$ cat src/rtl/core/rdas_pkg.sv
// Shared types, character codes and digit helpers for the radix digit adder/subtractor.
`default_nettype none
package rdas_pkg;

	localparam logic [7:0] CH_ZERO   = 8'h30;
	localparam logic [7:0] CH_NINE   = 8'h39;
	localparam logic [7:0] CH_UP_A   = 8'h41;
	localparam logic [7:0] CH_UP_Z   = 8'h5A;
	localparam logic [7:0] CH_LOW_A  = 8'h61;
	localparam logic [7:0] CH_LOW_Z  = 8'h7A;
	localparam logic [6:0] OUT_ZERO  = 7'h30;
	localparam logic [6:0] OUT_ONE   = 7'h31;
	localparam logic [6:0] OUT_UP_A  = 7'h41;
	localparam logic [5:0] DEC_TEN   = 6'd10;
	localparam logic [5:0] DIGIT_BAD = 6'd36;
	localparam logic [5:0] RADIX_MIN = 6'd2;
	localparam logic [5:0] RADIX_MAX = 6'd36;
	localparam logic [5:0] RADIX_RST = 6'd10;
	localparam logic [8:0] COUNT_FIELD_MAX = 9'd511;

	localparam logic ACT_ADD = 1'b0;
	localparam logic ACT_SUB = 1'b1;

	// Decoded digit pair handed from front to back.
	typedef struct packed {
		logic       action;
		logic [5:0] radix;
		logic [5:0] d1;
		logic [5:0] d2;
		logic       bad;
		logic       final_pair;
	} pair_t;

	// One result word.
	typedef struct packed {
		logic [6:0] digit_char;
		logic       is_last;
		logic [8:0] digit_count;
		logic       bad_digit;
		logic       borrow_out;
	} result_t;

	// Value 0..35, or DIGIT_BAD when the character is not a digit.
	function automatic logic [5:0] decode_char(input logic [7:0] ch);
		logic [5:0] v;
		if (ch inside {[CH_ZERO:CH_NINE]}) begin
			v = 6'(ch - CH_ZERO);
		end else if (ch inside {[CH_UP_A:CH_UP_Z]}) begin
			v = 6'(ch - CH_UP_A) + DEC_TEN;
		end else if (ch inside {[CH_LOW_A:CH_LOW_Z]}) begin
			v = 6'(ch - CH_LOW_A) + DEC_TEN;
		end else begin
			v = DIGIT_BAD;
		end
		return v;
	endfunction

	function automatic logic [6:0] encode_digit(input logic [5:0] v);
		logic [6:0] c;
		if (v < DEC_TEN) begin
			c = OUT_ZERO + {1'b0, v};
		end else begin
			c = OUT_UP_A + {1'b0, v - DEC_TEN};
		end
		return c;
	endfunction

	function automatic logic [5:0] clamp_radix(input logic [5:0] r);
		logic [5:0] v;
		if (r < RADIX_MIN) begin
			v = RADIX_MIN;
		end else if (r > RADIX_MAX) begin
			v = RADIX_MAX;
		end else begin
			v = r;
		end
		return v;
	endfunction

endpackage
`default_nettype wire

$ cat src/rtl/core/radix_digit_add_subtract.sv
// Top level of the digit-serial radix adder/subtractor.
//
// Input channel: one word per digit pair, least significant first. A word
// is taken at a clock edge with push high and full low. Each pair carries
// action (add or subtract second from first), both ASCII digits and
// final_pair on the most significant pair.
// Result channel: queue style. While empty is low the oldest result word
// sits on the result ports; pop with empty low takes it.
// Configuration: cfg_write loads cfg_data into the radix register at once;
// write only while the block is idle.
// A pair passes the pair queue and the back end into the result queue.
// Throughput: one pair per cycle while the result queue has room; the final
// pair of an addition that carries out holds the next pair for a carry word.
// A two-word pair queue decouples decoding from the carry loop, and a
// result queue of QUEUE_DEPTH words absorbs receiver stalls; when it fills,
// the back end stops, the pair queue fills and full rises.
// Reset: queues empty, carry and counts zero, radix 10.
`default_nettype none
module radix_digit_add_subtract #(
	parameter int MAX_DIGITS  = 256,
	parameter int QUEUE_DEPTH = 4
) (
	input  wire logic       clk,
	input  wire logic       arst_n,
	input  wire logic       cfg_write,
	input  wire logic [5:0] cfg_data,
	input  wire logic       push,
	output logic            full,
	input  wire logic       action,
	input  wire logic [7:0] first_char,
	input  wire logic [7:0] second_char,
	input  wire logic       final_pair,
	output logic            empty,
	input  wire logic       pop,
	output logic [6:0]      digit_char,
	output logic            is_last,
	output logic [8:0]      digit_count,
	output logic            bad_digit,
	output logic            borrow_out
);
	import rdas_pkg::*;

	localparam int PAIR_DEPTH = 2;

	logic [5:0] radix_q;
	pair_t      fe_data, be_data;
	logic       fe_push, pq_full, pq_empty, be_pop;
	result_t    res_in, res_out;
	logic       res_push, rq_full;
	logic [$bits(pair_t)-1:0]   pq_rdata;
	logic [$bits(result_t)-1:0] rq_rdata;

	// Radix register: hold until written.
	always_ff @(posedge clk or negedge arst_n) begin
		if (!arst_n) begin
			radix_q <= RADIX_RST;
		end else if (cfg_write) begin
			radix_q <= cfg_data;
		end
	end

	rdas_front u_front (
		.push        (push),
		.full        (full),
		.action      (action),
		.first_char  (first_char),
		.second_char (second_char),
		.final_pair  (final_pair),
		.radix       (radix_q),
		.q_push      (fe_push),
		.q_data      (fe_data),
		.q_full      (pq_full)
	);

	// Decoded pairs waiting for the carry loop.
	rdas_queue #(.WIDTH($bits(pair_t)), .DEPTH(PAIR_DEPTH)) u_pair_q (
		.clk    (clk),
		.arst_n (arst_n),
		.push   (fe_push),
		.wdata  (fe_data),
		.full   (pq_full),
		.pop    (be_pop),
		.rdata  (pq_rdata),
		.empty  (pq_empty)
	);

	assign be_data = pair_t'(pq_rdata);

	rdas_back #(.MAX_DIGITS(MAX_DIGITS)) u_back (
		.clk      (clk),
		.arst_n   (arst_n),
		.q_empty  (pq_empty),
		.q_data   (be_data),
		.q_pop    (be_pop),
		.out_full (rq_full),
		.out_push (res_push),
		.out_data (res_in)
	);

	// Result words waiting for the receiver.
	rdas_queue #(.WIDTH($bits(result_t)), .DEPTH(QUEUE_DEPTH)) u_res_q (
		.clk    (clk),
		.arst_n (arst_n),
		.push   (res_push),
		.wdata  (res_in),
		.full   (rq_full),
		.pop    (pop),
		.rdata  (rq_rdata),
		.empty  (empty)
	);

	assign res_out     = result_t'(rq_rdata);
	assign digit_char  = res_out.digit_char;
	assign is_last     = res_out.is_last;
	assign digit_count = res_out.digit_count;
	assign bad_digit   = res_out.bad_digit;
	assign borrow_out  = res_out.borrow_out;

endmodule
`default_nettype wire

$ cat src/rtl/core/rdas_queue.sv
// Small register queue with first-word fall-through read.
`default_nettype none
module rdas_queue #(
	parameter int WIDTH = 8,
	parameter int DEPTH = 4
) (
	input  wire logic             clk,
	input  wire logic             arst_n,
	input  wire logic             push,
	input  wire logic [WIDTH-1:0] wdata,
	output logic                  full,
	input  wire logic             pop,
	output logic [WIDTH-1:0]      rdata,
	output logic                  empty
);
	// DEPTH must be a power of two so that the pointers wrap by themselves.
	localparam int AW = (DEPTH > 1) ? $clog2(DEPTH) : 1;
	localparam logic [AW:0] FULL_CNT = (AW+1)'(DEPTH);

	logic [WIDTH-1:0] mem_q [DEPTH];
	logic [AW-1:0]    wr_ptr_q, rd_ptr_q;
	logic [AW:0]      count_q;
	logic             do_push, do_pop;

	assign full    = (count_q == FULL_CNT);
	assign empty   = (count_q == '0);
	assign do_push = push && !full;
	assign do_pop  = pop && !empty;
	assign rdata   = mem_q[rd_ptr_q];

	always_ff @(posedge clk) begin
		if (do_push) begin
			mem_q[wr_ptr_q] <= wdata;
		end
	end

	always_ff @(posedge clk or negedge arst_n) begin
		if (!arst_n) begin
			wr_ptr_q <= '0;
			rd_ptr_q <= '0;
			count_q  <= '0;
		end else begin
			if (do_push) begin
				wr_ptr_q <= wr_ptr_q + 1'b1;
			end
			if (do_pop) begin
				rd_ptr_q <= rd_ptr_q + 1'b1;
			end
			if (do_push && !do_pop) begin
				count_q <= count_q + 1'b1;
			end else if (do_pop && !do_push) begin
				count_q <= count_q - 1'b1;
			end
		end
	end

endmodule
`default_nettype wire

$ cat src/rtl/core/rdas_front.sv
// Front end: decode and classify each incoming character pair.
`default_nettype none
module rdas_front (
	input  wire logic          push,
	output logic               full,
	input  wire logic          action,
	input  wire logic [7:0]    first_char,
	input  wire logic [7:0]    second_char,
	input  wire logic          final_pair,
	input  wire logic [5:0]    radix,
	output logic               q_push,
	output rdas_pkg::pair_t    q_data,
	input  wire logic          q_full
);
	import rdas_pkg::*;

	logic [5:0] r, raw1, raw2;
	logic       bad1, bad2;

	always_comb begin
		r    = clamp_radix(radix);
		raw1 = decode_char(first_char);
		raw2 = decode_char(second_char);
		// Undecodable chars decode to 36, which is never below the radix.
		bad1 = (raw1 >= r);
		bad2 = (raw2 >= r);
		q_data.action     = action;
		q_data.radix      = r;
		q_data.d1         = bad1 ? '0 : raw1;
		q_data.d2         = bad2 ? '0 : raw2;
		q_data.bad        = bad1 || bad2;
		q_data.final_pair = final_pair;
	end

	assign full   = q_full;
	assign q_push = push;

endmodule
`default_nettype wire

$ cat src/rtl/core/rdas_back.sv
// Back end: carry/borrow arithmetic, digit counts and result word generation.
`default_nettype none
module rdas_back #(
	parameter int MAX_DIGITS = 256
) (
	input  wire logic            clk,
	input  wire logic            arst_n,
	input  wire logic            q_empty,
	input  wire rdas_pkg::pair_t q_data,
	output logic                 q_pop,
	input  wire logic            out_full,
	output logic                 out_push,
	output rdas_pkg::result_t    out_data
);
	import rdas_pkg::*;

	localparam int CAP = (MAX_DIGITS < int'(COUNT_FIELD_MAX)) ? MAX_DIGITS
		: int'(COUNT_FIELD_MAX);
	localparam logic [8:0] CAP_CNT = 9'(CAP);

	function automatic logic [8:0] sat_inc(input logic [8:0] v);
		logic [9:0] s;
		s = {1'b0, v} + 10'd1;
		return (s > {1'b0, CAP_CNT}) ? CAP_CNT : s[8:0];
	endfunction

	logic       carry_q;
	logic [8:0] pos_q, top_q;
	logic       extra_q;
	logic [8:0] extra_cnt_q;

	logic [8:0] pos_n, top_n;
	logic [6:0] sum, sub;
	logic [5:0] digit;
	logic       carry_n;
	logic       take;

	assign take = !extra_q && !q_empty && !out_full;

	always_comb begin
		pos_n   = sat_inc(pos_q);
		sum     = 7'(q_data.d1) + 7'(q_data.d2) + 7'(carry_q);
		sub     = 7'(q_data.d2) + 7'(carry_q);
		digit   = '0;
		carry_n = 1'b0;
		if (q_data.action == ACT_ADD) begin
			if (sum >= 7'(q_data.radix)) begin
				digit   = 6'(sum - 7'(q_data.radix));
				carry_n = 1'b1;
			end else begin
				digit = sum[5:0];
			end
		end else begin
			if (7'(q_data.d1) < sub) begin
				digit   = 6'(7'(q_data.d1) + 7'(q_data.radix) - sub);
				carry_n = 1'b1;
			end else begin
				digit = 6'(7'(q_data.d1) - sub);
			end
		end
		top_n = (digit != '0) ? pos_n : top_q;

		out_data.digit_char  = encode_digit(digit);
		out_data.is_last     = 1'b0;
		out_data.digit_count = '0;
		out_data.bad_digit   = q_data.bad;
		out_data.borrow_out  = 1'b0;
		if (extra_q) begin
			out_data.digit_char  = OUT_ONE;
			out_data.is_last     = 1'b1;
			out_data.digit_count = extra_cnt_q;
			out_data.bad_digit   = 1'b0;
		end else if (q_data.final_pair) begin
			if (q_data.action == ACT_ADD) begin
				if (!carry_n) begin
					out_data.is_last     = 1'b1;
					out_data.digit_count = pos_n;
				end
			end else begin
				out_data.is_last     = 1'b1;
				out_data.digit_count = (top_n == '0) ? 9'd1 : top_n;
				out_data.borrow_out  = carry_n;
			end
		end
	end

	assign q_pop    = take;
	assign out_push = (extra_q && !out_full) || take;

	always_ff @(posedge clk or negedge arst_n) begin
		if (!arst_n) begin
			carry_q     <= 1'b0;
			pos_q       <= '0;
			top_q       <= '0;
			extra_q     <= 1'b0;
			extra_cnt_q <= '0;
		end else begin
			if (extra_q && !out_full) begin
				extra_q <= 1'b0;
			end
			if (take) begin
				if (q_data.final_pair) begin
					carry_q <= 1'b0;
					pos_q   <= '0;
					top_q   <= '0;
					// Hold the carry digit for one more word.
					if (q_data.action == ACT_ADD && carry_n) begin
						extra_q     <= 1'b1;
						extra_cnt_q <= sat_inc(pos_n);
					end
				end else begin
					carry_q <= carry_n;
					pos_q   <= pos_n;
					top_q   <= top_n;
				end
			end
		end
	end

`ifndef NO_ASSERTIONS
	a_no_pop_on_extra: assert property (@(posedge clk) disable iff (!arst_n)
		extra_q |-> !q_pop)
		else $error("pair taken while carry digit pending");
	a_pop_pushes: assert property (@(posedge clk) disable iff (!arst_n)
		q_pop |-> out_push)
		else $error("pair taken without a result word");
	a_push_has_room: assert property (@(posedge clk) disable iff (!arst_n)
		out_push |-> !out_full)
		else $error("result word pushed into full queue");
	a_extra_after_clear: assert property (@(posedge clk) disable iff (!arst_n)
		$rose(extra_q) |-> (pos_q == '0 && carry_q == 1'b0))
		else $error("state not cleared at end of number");
`endif

endmodule
`default_nettype wire
$ cat config.mk
export PLATFORM = sky130hd
export DESIGN_NAME = radix_digit_add_subtract
export DESIGN_NICKNAME = d
export VERILOG_FILES = /design/src/rtl/core/rdas_pkg.sv /design/src/rtl/core/radix_digit_add_subtract.sv /design/src/rtl/core/rdas_queue.sv /design/src/rtl/core/rdas_front.sv /design/src/rtl/core/rdas_back.sv
export SDC_FILE = /design/constraint.sdc
export NUM_CORES = 1
export LEC_CHECK = 0
export BUFFER_PORTS_ARGS = -buffer_cell sky130_fd_sc_hd__buf_2
export CORE_ASPECT_RATIO = 0.75
export CORE_UTILIZATION = 56
export DETAILED_ROUTE_END_ITERATION = 8
export GPL_TIMING_DRIVEN = 0
export PLACE_DENSITY = 0.75
export SLEW_MARGIN = 20
export SYNTH_ARGS = -nofsm -noshare
export SYNTH_HDL_FRONTEND = slang
export SYNTH_HIERARCHICAL = 1
export SYNTH_SLANG_ARGS = --single-unit
$ cat constraint.sdc
create_clock -name clk -period 5.5 [get_ports clk]
set_input_delay 1.375 -clock clk [delete_from_list [all_inputs] [get_ports clk]]
set_output_delay 1.375 -clock clk [all_outputs]
set_load 0.02 [all_outputs]
Yosys cells after proc, flatten, opt, wreduce, memory -nomap -nowiden. Memories as Yosys holds them, arrays and structs flattened. Cells that the tools add are included.

Add/sub/neg operators: 30. Order comparisons: 21. Equal/unequal tests: 2. Multiplexer cells: 45. Bitwise gates (word level): 1. Reduce and logical (&&, ||, !) cells: 36.

Operators with widths (number): $mux W6 (13); $mux W9 (6); $mux W10 (4); $ge A8 B7 Y1 const B (4); $le A8 B7 Y1 const B (4); $add A6 B4 Y6 const B (4); $sub A6 B6 Y6 const B (4); $add A9 B1 Y10 const B (2); $gt A10 B9 Y1 const B (2); $logic_and A1 B1 Y1 (18); $sub A6 B6 Y6 (3); $ge A8 B6 Y1 const B (2); $le A8 B6 Y1 const B (2); $mux W1 (16); $mux W7 (2); $ge A6 B6 Y1 (2); $sub A6 B1 Y6 const B (2); $logic_not A1 Y1 (9); $logic_not A9 Y1 (1); $add A6 B1 Y7 (1); $add A6 B6 Y7 (1); $add A6 B6 Y7 const A (1); $add A7 B1 Y7 (1); $add A7 B6 Y7 const A (1); 23 further kinds (30).

Register bits: 46. Memory bits (writable): 118. Input bits: 29. Output and inout port bits: 21. Word-level logic and storage cells: 149. Memories kept: 2.

Memories: u_res_q.mem_q (words 4, bits a word 19, rd ports 1, clocked after memory_dff 0, wr ports 1, line rdas_queue.sv:20) `logic [WIDTH-1:0] mem_q [DEPTH];`; u_pair_q.mem_q (words 2, bits a word 21, rd ports 1, clocked after memory_dff 0, wr ports 1, line rdas_queue.sv:20).

Logic depth before layout (Yosys ltp). An unclocked memory read counts as a cell.

Depth after elaboration: 13. Mapped depth: 27.

Modules after synthesis. The synthesis kept the hierarchy.

By module, submodules not included: rdas_back (times used 1, cells each 436, area each 3668.5 µm², sequential area each 725.7 µm²); rdas_queue (u_res_q) (times used 1, cells each 135, area each 3159.3 µm², sequential area each 2457.4 µm²); rdas_queue (u_pair_q) (times used 1, cells each 84, area each 1790.5 µm², sequential area each 1361.3 µm²); rdas_front (times used 1, cells each 176, area each 1233.7 µm², sequential area each 0.0 µm²); radix_digit_add_subtract (times used 1, cells each 13, area each 254.0 µm², sequential area each 152.6 µm²).

Least setup slack after synthesis. OpenSTA, ideal clock, no wires.

Kind: register to register. Start point: register u_pair_q.rd_ptr_q. End point: memory u_res_q/mem_q[0][17] (netlist name), data pin. Arrival: 4.978 ns. Required time: 5.231 ns. Setup slack: 0.253 ns. Stages on the path, launching flop included: 25. Buffers on the path: 2. Clock period less this slack: 5.247 ns. Cells stage by stage: dfrtp_1 > buf_6 > mux2_4 > inv_1 > fa_1 > inv_1 > fa_1 > a21oi_1 > nor2b_1 > nor2_1 > xor2_1 > inv_1 > ha_1 > o21a_1 > o221ai_2 > and2_1 > buf_2 > a221oi_1 > inv_1 > ha_1 > nor4bb_2 > maj3_1 > o22ai_1 > xnor2_1 > a211o_1.

RTL lines: start: declaration (line rdas_queue.sv:21) `logic [AW-1:0] wr_ptr_q, rd_ptr_q;`; start signal: assignment (line rdas_queue.sv:47) `rd_ptr_q <= rd_ptr_q + 1'b1;`; end: declaration (line rdas_queue.sv:20).

==> results.json <==
{
  "status": "finished clean",
  "fill_cells": 1281,
  "antenna_found_initial": 0,
  "coreArea_um2": 17700,
  "final_nets": 1041,
  "syn2layout_area_growth_pct": 16.5,
  "finalHoldViolations": 0,
  "rsz0062_at_grt": "true",
  "grt_pass1_vias": 6871,
  "drive_above_1_share": 0.271,
  "yosysTopAreaCell": "edfxtp_1",
  "grt_first_pass_wirelength_mm": 35.4,
  "yosysTopAreaCellShare": 0.351,
  "synth_flop_cell": "edfxtp_1",
  "syn-cell-area_um2": 10100,
  "setup_ws_ns": 0.0604,
  "drtIter0Drc": 565,
  "ioPinCount": 50,
  "max_slew.worst_pin.slew_ns": 1.02,
  "chipHeight_um": 118,
  "synth.most_common_cell": "edfxtp_1",
  "initial_utilization": 0.572,
  "fin_worst_skew_ns": 0.00934,
  "path_class": "register to register",
  "hold_path.class": "register to register",
  "ant_nets": 0,
  "finalSetupTns_ns": 0,
  "worstSetupEndpointType": "register",
  "ys_warn_count": 6,
  "drt_pass1_iterations": 5,
  "clock.fmax_mhz": 184,
  "crit_required_ns": 5.67,
  "grt_max_degree": 47,
  "routed_wl_mm": 22.2,
  "cpPeakStageDelay_ns": 0.44,
  "antenna_cells": 0,
  "wl_per_cell_um": 18.7,
  "routabilityCongestion": 0.863,
  "async_reset_ff_frac": 0.280,
  "cts_inserted_buffers": 17,
  "slowest_stage": "dfrtp_2",
  "htree_levels": 4,
  "port-buffer-count": 42,
  "chipWidth_um": 157,
  "ys_types": 90,
  "maxSlewViolCount": 0,
  "clock_latency_ns": 0.42,
  "vias": 7075,
  "synth_seq_cells": 164,
  "post-route-period-util": 0.989,
  "die_area_um2": 18600,
  "rows": 42,
  "critPathMaxFanout": 5,
  "path_clk_slew_ns": 0.07,
  "dp_hpwl_mm": 15.2,
  "syn_area_per_cell_um2": 12.0,
  "synth_edf_count": 118,
  "setup_violations": 0,
  "grt_usage": 0.247,
  "synth_nets": 949,
  "cp-start-kind": "register",
  "post-route-min-period_ns": 5.44,
  "maxCapViolCount": 0,
  "clockBufferDepth": 2,
  "cts_tree": "built",
  "syn-instance-count": 844,
  "root_buffer": "clkbuf_16",
  "synth_common_cells": "118 x edfxtp_1, 66 x ha_1, 62 x nand2_1",
  "clock-sinks": 164,
  "drc": 0,
  "place_ws_ns": -0.579,
  "ys_top_cells_by_area": "edfxtp_1 35%, dfrtp_1 11%, ha_1 8.2%",
  "overflow": 0,
  "max-slew-margin-rel": 0.320,
  "synth-seq-area-share": 0.465,
  "via_per_inst": 5.94,
  "cp.arrival_ns": 5.61
}
[cell families (layout without fill, tap and decap cells)]
logic type	after synthesis	in the layout	synth area share
XOR/XNOR	48	48	0.0416
AO/OA/AOI/OAI	166	166	0.119
buffers and inverters	84	189	0.0396
flip-flops	164	164	0.465
AND/OR/NAND/NOR	239	239	0.129
adder cells (fa/ha/maj)	77	77	0.103
multiplexers	66	66	0.103
[final timing paths]
| check | start | endpoint | slack (ns) | cells after the start |
|---|---|---|---|---|
| min reg2reg | u_res_q/count_q[2] | u_res_q/count_q[2] | 0.49 | 1 |
| min | u_res_q/count_q[2] | u_res_q/count_q[2] | 0.49 | 1 |
| max | u_pair_q/rd_ptr_q | u_res_q/mem_q[1][8] | 0.06 | 26 |
| min in group asynchronous | arst_n | u_res_q/rd_ptr_q[1] | 0.94 | 1 |
| max reg2reg | u_pair_q/rd_ptr_q | u_res_q/mem_q[1][8] | 0.06 | 26 |
| max in group asynchronous | arst_n | u_pair_q/rd_ptr_q | 4.10 | 1 |
[what timing repair did]
item / in CTS / in global routing
hold endpoints to repair: 0 / 0
endpoints found under the setup margin: 69 / 65
hold buffers: 0 / 0
setup buffers: 19 / 14
pin swaps: 7 / 27
gates resized for setup: 26 / 43
[through the flow]
stage | utilization | cells | hold WS (ns) | instance area, um^2
detailed placement | 0.602 | 1129 | 0.471 | 10600
finish | 0.667 | 1191 | 0.490 | 11800
global placement | 0.601 | 1128 | 0.466 | 10600
floorplan | - | 844 | 0.445 | 10100
CTS | 0.652 | 1180 | 0.487 | 11500
global route | 0.667 | 1191 | 0.529 | 11800
[final cells by class]
cell class | count | area [um^2] | area share
clock inverter | 15 | 200 | 0.0170
sequential | 164 | 4700 | 0.399
tap | 242 | 303 | 0.0257
multi-input combinational | 596 | 5280 | 0.448
clock buffer | 17 | 425 | 0.0361
buffer | 34 | 220 | 0.0187
timing repair buffer | 74 | 460 | 0.0391
inverter | 49 | 186 | 0.0158
[flip-flops by register name, indices dropped and copies added, names as in the netlist]
signal / count
radix_q: 6
u_back/carry_q: 1
u_back/extra_cnt_q: 9
u_back/extra_q: 1
u_back/pos_q: 9
u_back/top_q: 9
u_pair_q/count_q: 2
u_pair_q/mem_q: 42
u_pair_q/rd_ptr_q: 1
u_pair_q/wr_ptr_q: 1
u_res_q/count_q: 3
u_res_q/mem_q: 76
u_res_q/rd_ptr_q: 2
u_res_q/wr_ptr_q: 2
[cells in the final DEF (no fill, tap or decap), drive strengths merged, types with 7 or more instances in the layout]
cell    instances
and2           12
a21oi          39
ha             66
nand3          17
mux2i           8
mux4           19
o21ai          34
fa             10
o31ai           7
nor3           12
nor3b          10
and3           14
mux2           39
nor2           43
a211oi          7
clkbuf         31
edfxtp        118
a22o           19
nand2b          9
dfrtp          44
buf            94
xor2           23
nand2          64
nor4            9
inv            60
xnor2          25
nor2b          20
[per-layer routing]
layer	GRT usage	wire, um	vias up
met5	0	0	-
met3	0.0436	1350	20
met4	0.0552	238	0
met2	0.364	9940	255
met1	0.381	10700	3467
li1	-	-	3333
[critical path: cells and delay by family, from the launching register on]
| kind | cells | cell delay [ns] |
|---|---|---|
| buffers and inverters | 6 | 0.75 |
| xor gates and xnor gates | 1 | 0.24 |
| and+or+nand+nor | 7 | 0.83 |
| muxes | 3 | 0.90 |
| DFF | 1 | 0.44 |
| AOI/OAI and AO/OA | 5 | 0.94 |
| adders and majority gates | 4 | 1.07 |
Power is not shown: default switching activity piles up to over one toggle a cycle in this logic, so the estimate is an artifact.
